[config.mk]
export PLATFORM = sky130hd
export DESIGN_NAME = rlsc_ctrl_flat
export DESIGN_NICKNAME = d
export VERILOG_FILES = /design/src/rtl/rlsc_pkg.sv /design/src/rtl/rlsc_if.sv /design/src/rtl/rlsc_ctrl.sv /design/src/flat_wrapper.sv
export SDC_FILE = /design/constraint.sdc
export NUM_CORES = 1
export LEC_CHECK = 0
export BUFFER_PORTS_ARGS = -buffer_cell sky130_fd_sc_hd__buf_2
export CAP_MARGIN = 5
export CORE_AREA = 2 2 200 202
export DETAILED_ROUTE_END_ITERATION = 7
export DIE_AREA = 0 0 202 204
export GPL_TIMING_DRIVEN = 0
export PLACE_DENSITY_LB_ADDON = 0.15
export SLEW_MARGIN = 5
export SYNTH_ARGS = -nofsm -noshare
export SYNTH_HDL_FRONTEND = slang
export SYNTH_SLANG_ARGS = --single-unit
[constraint.sdc]
create_clock -name clk -period 7.5 [get_ports clk]
set_input_delay 0 -clock clk [delete_from_list [all_inputs] [get_ports clk]]
set_output_delay 0 -clock clk [all_outputs]
set_load 0.02 [all_outputs]
[src/rtl/rlsc_pkg.sv]
`default_nettype none

package rlsc_pkg;

  localparam int MODE_W = 3;
  localparam int WORD_W = 32;

  typedef logic [MODE_W-1:0] mode_t;
  typedef logic [WORD_W-1:0] word_t;

  // request modes
  localparam mode_t MODE_PUSH   = 3'd0;
  localparam mode_t MODE_POP    = 3'd1;
  localparam mode_t MODE_TOP    = 3'd2;
  localparam mode_t MODE_SIZE   = 3'd3;
  localparam mode_t MODE_FINISH = 3'd4;

  // result kinds
  localparam mode_t KIND_TOP   = 3'd0;
  localparam mode_t KIND_SIZE  = 3'd1;
  localparam mode_t KIND_FULL  = 3'd2;
  localparam mode_t KIND_EMPTY = 3'd3;
  localparam mode_t KIND_SAFE  = 3'd4;

endpackage

`default_nettype wire

[src/rtl/rlsc_if.sv]
`default_nettype none

interface rlsc_in_if;
  import rlsc_pkg::*;
  logic  valid;
  logic  ready;
  mode_t mode;
  word_t count;
  word_t value;
  modport source (output valid, output mode, output count, output value, input ready);
  modport sink   (input valid, input mode, input count, input value, output ready);
endinterface

interface rlsc_out_if;
  import rlsc_pkg::*;
  logic  valid;
  logic  ready;
  mode_t kind;
  word_t data;
  modport source (output valid, output kind, output data, input ready);
  modport sink   (input valid, input kind, input data, output ready);
endinterface

interface rlsc_cfg_if;
  import rlsc_pkg::*;
  logic  valid;
  logic  ready;
  word_t data;
  modport source (output valid, output data, input ready);
  modport sink   (input valid, input data, output ready);
endinterface

`default_nettype wire

[src/rtl/rlsc_ctrl.sv]
`default_nettype none

module rlsc_ctrl #(
  parameter int DEPTH = 1024,
  parameter int CW    = 32,
  parameter int AW    = 10
) (
  input  wire logic            clk,
  input  wire logic            rst_n,
  rlsc_in_if.sink              in_s,
  rlsc_out_if.source           out_m,
  rlsc_cfg_if.sink             cfg_s,
  output logic                 wr_cnt_en,
  output logic                 wr_val_en,
  output logic [AW-1:0]        wr_addr,
  output logic [CW-1:0]        wr_cnt,
  output rlsc_pkg::word_t      wr_val,
  output logic [AW-1:0]        rd_addr,
  input  wire logic [CW-1:0]   rd_cnt,
  input  wire rlsc_pkg::word_t rd_val
);
  import rlsc_pkg::*;

  localparam logic [1:0] ST_IDLE = 2'd0;
  localparam logic [1:0] ST_POP  = 2'd1;
  localparam logic [1:0] ST_TOP  = 2'd2;

  localparam logic [AW:0] PTR_FULL = (AW+1)'(DEPTH);

  logic [1:0]    state_r, state_nxt;
  logic [AW:0]   ptr_r, ptr_nxt;
  word_t         total_r, total_nxt;
  logic          failed_r, failed_nxt;
  word_t         cap_r;
  logic [CW-1:0] left_r, left_nxt;
  logic          ov_r, ov_nxt;
  mode_t         okind_r, okind_nxt;
  word_t         odata_r, odata_nxt;

  logic          acc;
  logic [CW-1:0] cnt;
  logic [WORD_W:0] sum;
  logic [AW:0]   ptr_m1;
  logic [AW:0]   ptr_m2;
  logic [CW-1:0] left_sub;

  assign in_s.ready  = (state_r == ST_IDLE) && (!ov_r || out_m.ready);
  assign acc         = in_s.valid && in_s.ready;
  assign cfg_s.ready = 1'b1;
  assign out_m.valid = ov_r;
  assign out_m.kind  = okind_r;
  assign out_m.data  = odata_r;

  assign cnt      = in_s.count[CW-1:0];
  assign sum      = {1'b0, total_r} + (WORD_W+1)'(cnt);
  assign ptr_m1   = ptr_r - (AW+1)'(1);
  assign ptr_m2   = ptr_r - (AW+1)'(2);
  assign left_sub = left_r - rd_cnt;

  always_comb begin
    state_nxt  = state_r;
    ptr_nxt    = ptr_r;
    total_nxt  = total_r;
    failed_nxt = failed_r;
    left_nxt   = left_r;
    ov_nxt     = ov_r && !out_m.ready;
    okind_nxt  = okind_r;
    odata_nxt  = odata_r;
    wr_cnt_en  = 1'b0;
    wr_val_en  = 1'b0;
    wr_addr    = ptr_r[AW-1:0];
    wr_cnt     = cnt;
    wr_val     = in_s.value;
    rd_addr    = ptr_m1[AW-1:0];
    case (state_r)
      ST_IDLE: begin
        if (acc) begin
          case (in_s.mode)
            MODE_FINISH: begin
              ptr_nxt    = '0;
              total_nxt  = '0;
              failed_nxt = 1'b0;
              if (!failed_r) begin
                ov_nxt    = 1'b1;
                okind_nxt = KIND_SAFE;
                odata_nxt = '0;
              end
            end
            MODE_PUSH: begin
              if (!failed_r && cnt != '0) begin
                if (sum > {1'b0, cap_r} || ptr_r == PTR_FULL) begin
                  failed_nxt = 1'b1;
                  ov_nxt     = 1'b1;
                  okind_nxt  = KIND_FULL;
                  odata_nxt  = '0;
                end else begin
                  wr_cnt_en = 1'b1;
                  wr_val_en = 1'b1;
                  ptr_nxt   = ptr_r + (AW+1)'(1);
                  total_nxt = sum[WORD_W-1:0];
                end
              end
            end
            MODE_POP: begin
              if (!failed_r && cnt != '0) begin
                if (WORD_W'(cnt) > total_r) begin
                  failed_nxt = 1'b1;
                  ov_nxt     = 1'b1;
                  okind_nxt  = KIND_EMPTY;
                  odata_nxt  = '0;
                end else begin
                  // top run is read this cycle, walk starts next
                  total_nxt = total_r - WORD_W'(cnt);
                  left_nxt  = cnt;
                  state_nxt = ST_POP;
                end
              end
            end
            MODE_TOP: begin
              if (!failed_r) begin
                if (total_r == '0 || ptr_r == '0) begin
                  failed_nxt = 1'b1;
                  ov_nxt     = 1'b1;
                  okind_nxt  = KIND_EMPTY;
                  odata_nxt  = '0;
                end else begin
                  state_nxt = ST_TOP;
                end
              end
            end
            MODE_SIZE: begin
              if (!failed_r) begin
                ov_nxt    = 1'b1;
                okind_nxt = KIND_SIZE;
                odata_nxt = total_r;
              end
            end
            default: begin
            end
          endcase
        end
      end
      ST_POP: begin
        if (left_r < rd_cnt) begin
          // shrink the top run and stop
          wr_cnt_en = 1'b1;
          wr_addr   = ptr_m1[AW-1:0];
          wr_cnt    = rd_cnt - left_r;
          left_nxt  = '0;
          state_nxt = ST_IDLE;
        end else begin
          // drop the whole run, fetch the one below
          left_nxt = left_sub;
          ptr_nxt  = ptr_m1;
          rd_addr  = ptr_m2[AW-1:0];
          if (left_sub == '0) begin
            state_nxt = ST_IDLE;
          end
        end
      end
      ST_TOP: begin
        ov_nxt    = 1'b1;
        okind_nxt = KIND_TOP;
        odata_nxt = rd_val;
        state_nxt = ST_IDLE;
      end
      default: begin
        state_nxt = ST_IDLE;
      end
    endcase
  end

  always_ff @(posedge clk) begin
    if (!rst_n) begin
      state_r  <= ST_IDLE;
      ptr_r    <= '0;
      total_r  <= '0;
      failed_r <= 1'b0;
      cap_r    <= '0;
      left_r   <= '0;
      ov_r     <= 1'b0;
    end else begin
      state_r  <= state_nxt;
      ptr_r    <= ptr_nxt;
      total_r  <= total_nxt;
      failed_r <= failed_nxt;
      left_r   <= left_nxt;
      ov_r     <= ov_nxt;
      if (cfg_s.valid) begin
        cap_r <= cfg_s.data;
      end
    end
  end

  always_ff @(posedge clk) begin
    okind_r <= okind_nxt;
    odata_r <= odata_nxt;
  end

`ifndef ASSERT_OFF
  a_ptr_range: assert property (@(posedge clk) disable iff (!rst_n)
    ptr_r <= PTR_FULL)
    else $error("run pointer beyond store depth");

  a_pop_live: assert property (@(posedge clk) disable iff (!rst_n)
    state_r == ST_POP |-> (left_r != '0 && ptr_r != '0))
    else $error("pop walk with nothing left or no runs");

  a_total_ptr: assert property (@(posedge clk) disable iff (!rst_n)
    state_r == ST_IDLE |-> ((total_r == '0) == (ptr_r == '0)))
    else $error("element total disagrees with run pointer");

  a_silent: assert property (@(posedge clk) disable iff (!rst_n)
    (acc && failed_r && in_s.mode != MODE_FINISH) |=> (!ov_r && state_r == ST_IDLE))
    else $error("result after error before finish");
`endif

endmodule

`default_nettype wire

[src/flat_wrapper.sv]
// flat-port wrapper written by rule: the top's interface ports become plain ports
module rlsc_ctrl_flat import rlsc_pkg::*;
#(
  parameter int DEPTH = 1024,
  parameter int CW    = 32,
  parameter int AW    = 10
)
  (clk, rst_n, wr_cnt_en, wr_val_en, wr_addr, wr_cnt, wr_val, rd_addr, rd_cnt, rd_val, in_s_valid, in_s_mode, in_s_count, in_s_value, in_s_ready, out_m_valid, out_m_kind, out_m_data, out_m_ready, cfg_s_valid, cfg_s_data, cfg_s_ready);
  rlsc_in_if in_s_i ();
  rlsc_out_if out_m_i ();
  rlsc_cfg_if cfg_s_i ();
  input  wire logic clk;
  input  wire logic rst_n;
  output logic wr_cnt_en;
  output logic wr_val_en;
  output logic [AW-1:0] wr_addr;
  output logic [CW-1:0] wr_cnt;
  output rlsc_pkg::word_t wr_val;
  output logic [AW-1:0] rd_addr;
  input  wire logic [CW-1:0] rd_cnt;
  input  wire rlsc_pkg::word_t rd_val;
  input wire logic [$bits(in_s_i.valid)-1:0] in_s_valid;
  input wire logic [$bits(in_s_i.mode)-1:0] in_s_mode;
  input wire logic [$bits(in_s_i.count)-1:0] in_s_count;
  input wire logic [$bits(in_s_i.value)-1:0] in_s_value;
  output wire logic [$bits(in_s_i.ready)-1:0] in_s_ready;
  output wire logic [$bits(out_m_i.valid)-1:0] out_m_valid;
  output wire logic [$bits(out_m_i.kind)-1:0] out_m_kind;
  output wire logic [$bits(out_m_i.data)-1:0] out_m_data;
  input wire logic [$bits(out_m_i.ready)-1:0] out_m_ready;
  input wire logic [$bits(cfg_s_i.valid)-1:0] cfg_s_valid;
  input wire logic [$bits(cfg_s_i.data)-1:0] cfg_s_data;
  output wire logic [$bits(cfg_s_i.ready)-1:0] cfg_s_ready;
  assign in_s_i.valid = in_s_valid;
  assign in_s_i.mode = in_s_mode;
  assign in_s_i.count = in_s_count;
  assign in_s_i.value = in_s_value;
  assign in_s_ready = in_s_i.ready;
  assign out_m_valid = out_m_i.valid;
  assign out_m_kind = out_m_i.kind;
  assign out_m_data = out_m_i.data;
  assign out_m_i.ready = out_m_ready;
  assign cfg_s_i.valid = cfg_s_valid;
  assign cfg_s_i.data = cfg_s_data;
  assign cfg_s_ready = cfg_s_i.ready;
  rlsc_ctrl #(.DEPTH(DEPTH), .CW(CW), .AW(AW)) u_core (.clk(clk), .rst_n(rst_n), .in_s(in_s_i), .out_m(out_m_i), .cfg_s(cfg_s_i), .wr_cnt_en(wr_cnt_en), .wr_val_en(wr_val_en), .wr_addr(wr_addr), .wr_cnt(wr_cnt), .wr_val(wr_val), .rd_addr(rd_addr), .rd_cnt(rd_cnt), .rd_val(rd_val));
endmodule
==> results.cfg <==
[drt]
antenna_left = 0
avgViaCountPerCell = 5.549
wl_met2_um = 28840
drc = 0
first_iter_violations = 1385
wirelength_um = 60670
drt-wirelength-per-cell_um = 20.74
dr.pass1.iters = 5
highest_layer = met4
wl_met1_um = 26950
vias = 16235
wl_met3_um = 3113

[yosys]
netlist_area_sq_um = 15380
syn_area_per_cell_sq_um = 7.563
netlist-cell-type-count = 83
ys_ff_latch = 146
synthArstFlopShare_pct = 0
syn_inst = 2033
synth_edf_count = 35
yosysMostFrequentCell = inv_1
yosys_warnings = 0
synth_area_leaders = dfxtp_1 14%, ha_1 13%, edfxtp_1 6.8%
synth_top_cell_by_area = dfxtp_1
ys_top_cells_by_count = 179 x inv_1, 168 x nor2_1, 164 x ha_1, 152 x o21ai_0, 151 x a21oi_1
synthFlopType = dfxtp_1
yosysSeqAreaShare_pct = 21.29
synth_top_area_share_pct = 14.45
synth_nets = 2369

[floorplanning]
ios = 292
design.core.area_sq_um = 39180
die_y_um = 204
rows = 73
fp.dieArea_sq_um = 41210
start_util_pct = 39.24
die_x_um = 202

[placement]
io_buffers = 256
gp_congestion = 0.9460
placed_area_sq_um = 17370
dp_hpwl_um = 48750

[grt]
grt_overflow = 0
track_usage_pct = 28.57
grt_pass1_wl_um = 91250
grt_pass1_vias = 15846
grt_max_degree = 23
antenna_found_initial = 2

[power]
cellPowerDensity_nw_per_um2 = 126.3
power_uw = 2363
netSwitchingFraction_pct = 34.86
p_comb_share_pct = 28.9
pwr-share-seq_pct = 36.0
switchingPower_uw = 823.8
p_clk_share_pct = 35.1
p_leak_uw = 0.008414
p_int_uw = 1540
max-vdd-ir-drop_v = 0.0001648

[finish]
design_area_sq_um = 18720
fin_util_pct = 47.77
syn_to_final_growth_pct = 21.74
layout.nets = 2723
drive_gt1_share_pct = 15.30

[clock_network]
cts_buffers = 17
cts.sinks = 146
htree_levels = 4
post_cts_buffers = 0
cts.path.max_buffers = 2
cts_tree = built
clockRootBuffer = clkbuf_16
clk_pin_slew_ns = 0.07
clk_latency_ns = 0.45

[outcome]
status = complete, no violations

[timing]
hold_violations = 0
period_share_pct = 93.57
max_slew.worst_pin.slew_ns = 1.037
holdWs_ns = 0.01799
slew_violations = 0
fin_crit_ns = 7.017
relSlewSlack_pct = 30.42
clock_skew_ns = 0.01400
rsz0062_at_grt = no
setup_viol = 0
fmax_mhz = 142.5

[setup_path]
crit_chain = ha_1, inv_1, fa_1, o21bai_1, a21oi_1, o221a_2, a21oi_1, a221oi_2, o31ai_2, a21oi_1, o21ai_0, xnor2_1, ha_1, a21o_1, a211oi_1, o21ai_0, o31a_1, o21ai_0, o211ai_1, nor4_1, nand2b_1, buf_2
worst-endpoint-required_ns = 7.50
worst-path-max-fanout = 4
setup.worst_path.start = u_core.total_r[0]
critPathCaptureType = output pin
cpPeakStageDelay_ns = 0.79
slowest_stage = nor4_1
critPathArrivalTime_ns = 7.02
rrSetupSlack_ns = 0.54
r2r_end = u_core.total_r[28]
reg2reg_from = u_core.total_r[0]
start_kind = register
r2r_cells = 25
crit_type = reg2out

[worst_hold_path]
hold_path_class = in2reg
min_to = u_core.left_r[7]
worstHoldStart = in_s_count[7]
holdPathStages = 3

[run]
cap_violations = 0
## stage by stage
| step | instances | setup TNS, ns | setup WS [ns] |
|---|---|---|---|
| after global placement | 2814 | -77.81 | -2.157 |
| after floorplan | 2033 | 0 | 0.9707 |
| after global routing | 2925 | 0 | 0.1075 |
| final | 2926 | 0 | 0.4826 |
| after detailed placement | 2816 | -0.2140 | -0.07141 |
| after CTS | 2924 | 0 | 0.1098 |
## critical path: cells and delay by family (launching register included)
family	cells	cell delay [ns]
buf+inv	2	0.24
xor+xnor	1	0.17
flops	1	0.40
fa+ha+maj	3	0.99
compound gates	14	3.78
simple gates	2	0.99
## power by group through the flow
| stage | Clock, uW | Combinational, uW | Sequential, uW |
|---|---|---|---|
| CTS | 839 | 675 | 851 |
| floorplan | 0 | 396 | 883 |
| detailed placement | 0 | 639 | 869 |
| global route | 873 | 743 | 854 |
| global placement | 0 | 630 | 870 |
| finish | 829 | 682 | 852 |
## repair_timing
action                                 CTS  global route
hold buffers                            78             0
endpoints found under the hold margin   77             0
resized for setup                        0             9
setup endpoints to repair                5            64
## state kept, by name, summed over array words and instances, names as in the netlist
signal              flops
u_core.failed_r         1
u_core.state_r          2
u_core.cap_r           32
u_core.out_m.valid      1
u_core.total_r         32
u_core.out_m.kind       3
u_core.out_m.data      32
u_core.left_r          32
u_core.ptr_r           11
## layout make-up
class                   instances  area, sq um
fillers                      3991        20460
multi-input cells            1554        10760
flip-flops and latches        146         3273
repair buffers                336         2093
plain buffers                 151        711.9
inverters                     181        679.4
well taps                     525        656.9
clock buffers                  19        454.2
clock inverters                12        83.83
diodes                          2        5.005
## placed cells by master (no fill, tap or decap), drive strengths merged, types with 32 or more instances in the layout
master and n:
a21o 49, a21oi 152, a22o 33, buf 312
clkbuf 116, dfxtp 111, dlygate4sd3 78, edfxtp 35
ha 164, inv 182, mux2i 48, nand2 146
nand2b 32, nand3 40, nor2 168, nor2b 59
o21ai 156, xnor2 99, xor2 34
## metal layers
metal / vias up / global-route usage, %
li1: 7882 / -
met1: 7709 / 36.98
met2: 552 / 49.41
met3: 92 / 3.205
met4: 0 / 9.559
met5: - / 0
## cell families (layout without fill, tap and decap cells)
group	after synthesis	count (layout)	synth area share, %
AOI/OAI and AO/OA	630	630	27.16
xor gates and xnor gates	133	133	7.576
adders and majority gates	168	168	13.87
buffers and inverters	333	699	9.049
DFF	146	146	21.29
muxes	50	50	3.271
other	1	3	0.02439
and+or+nand+nor	572	572	17.76
## worst max-delay path by stage
stage	endpoint	slack [ns]	depth (start not counted)
after floorplan	u_core.out_m.data[0]	0.97	20
after global placement	u_core.out_m.data[11]	-2.16	20
after detailed placement	u_core.total_r[20]	-0.07	23
after CTS	u_core.total_r[17]	0.11	25
after global routing	u_core.total_r[18]	0.11	25
final	wr_cnt_en	0.48	22
(Power assumes the default switching activity.)
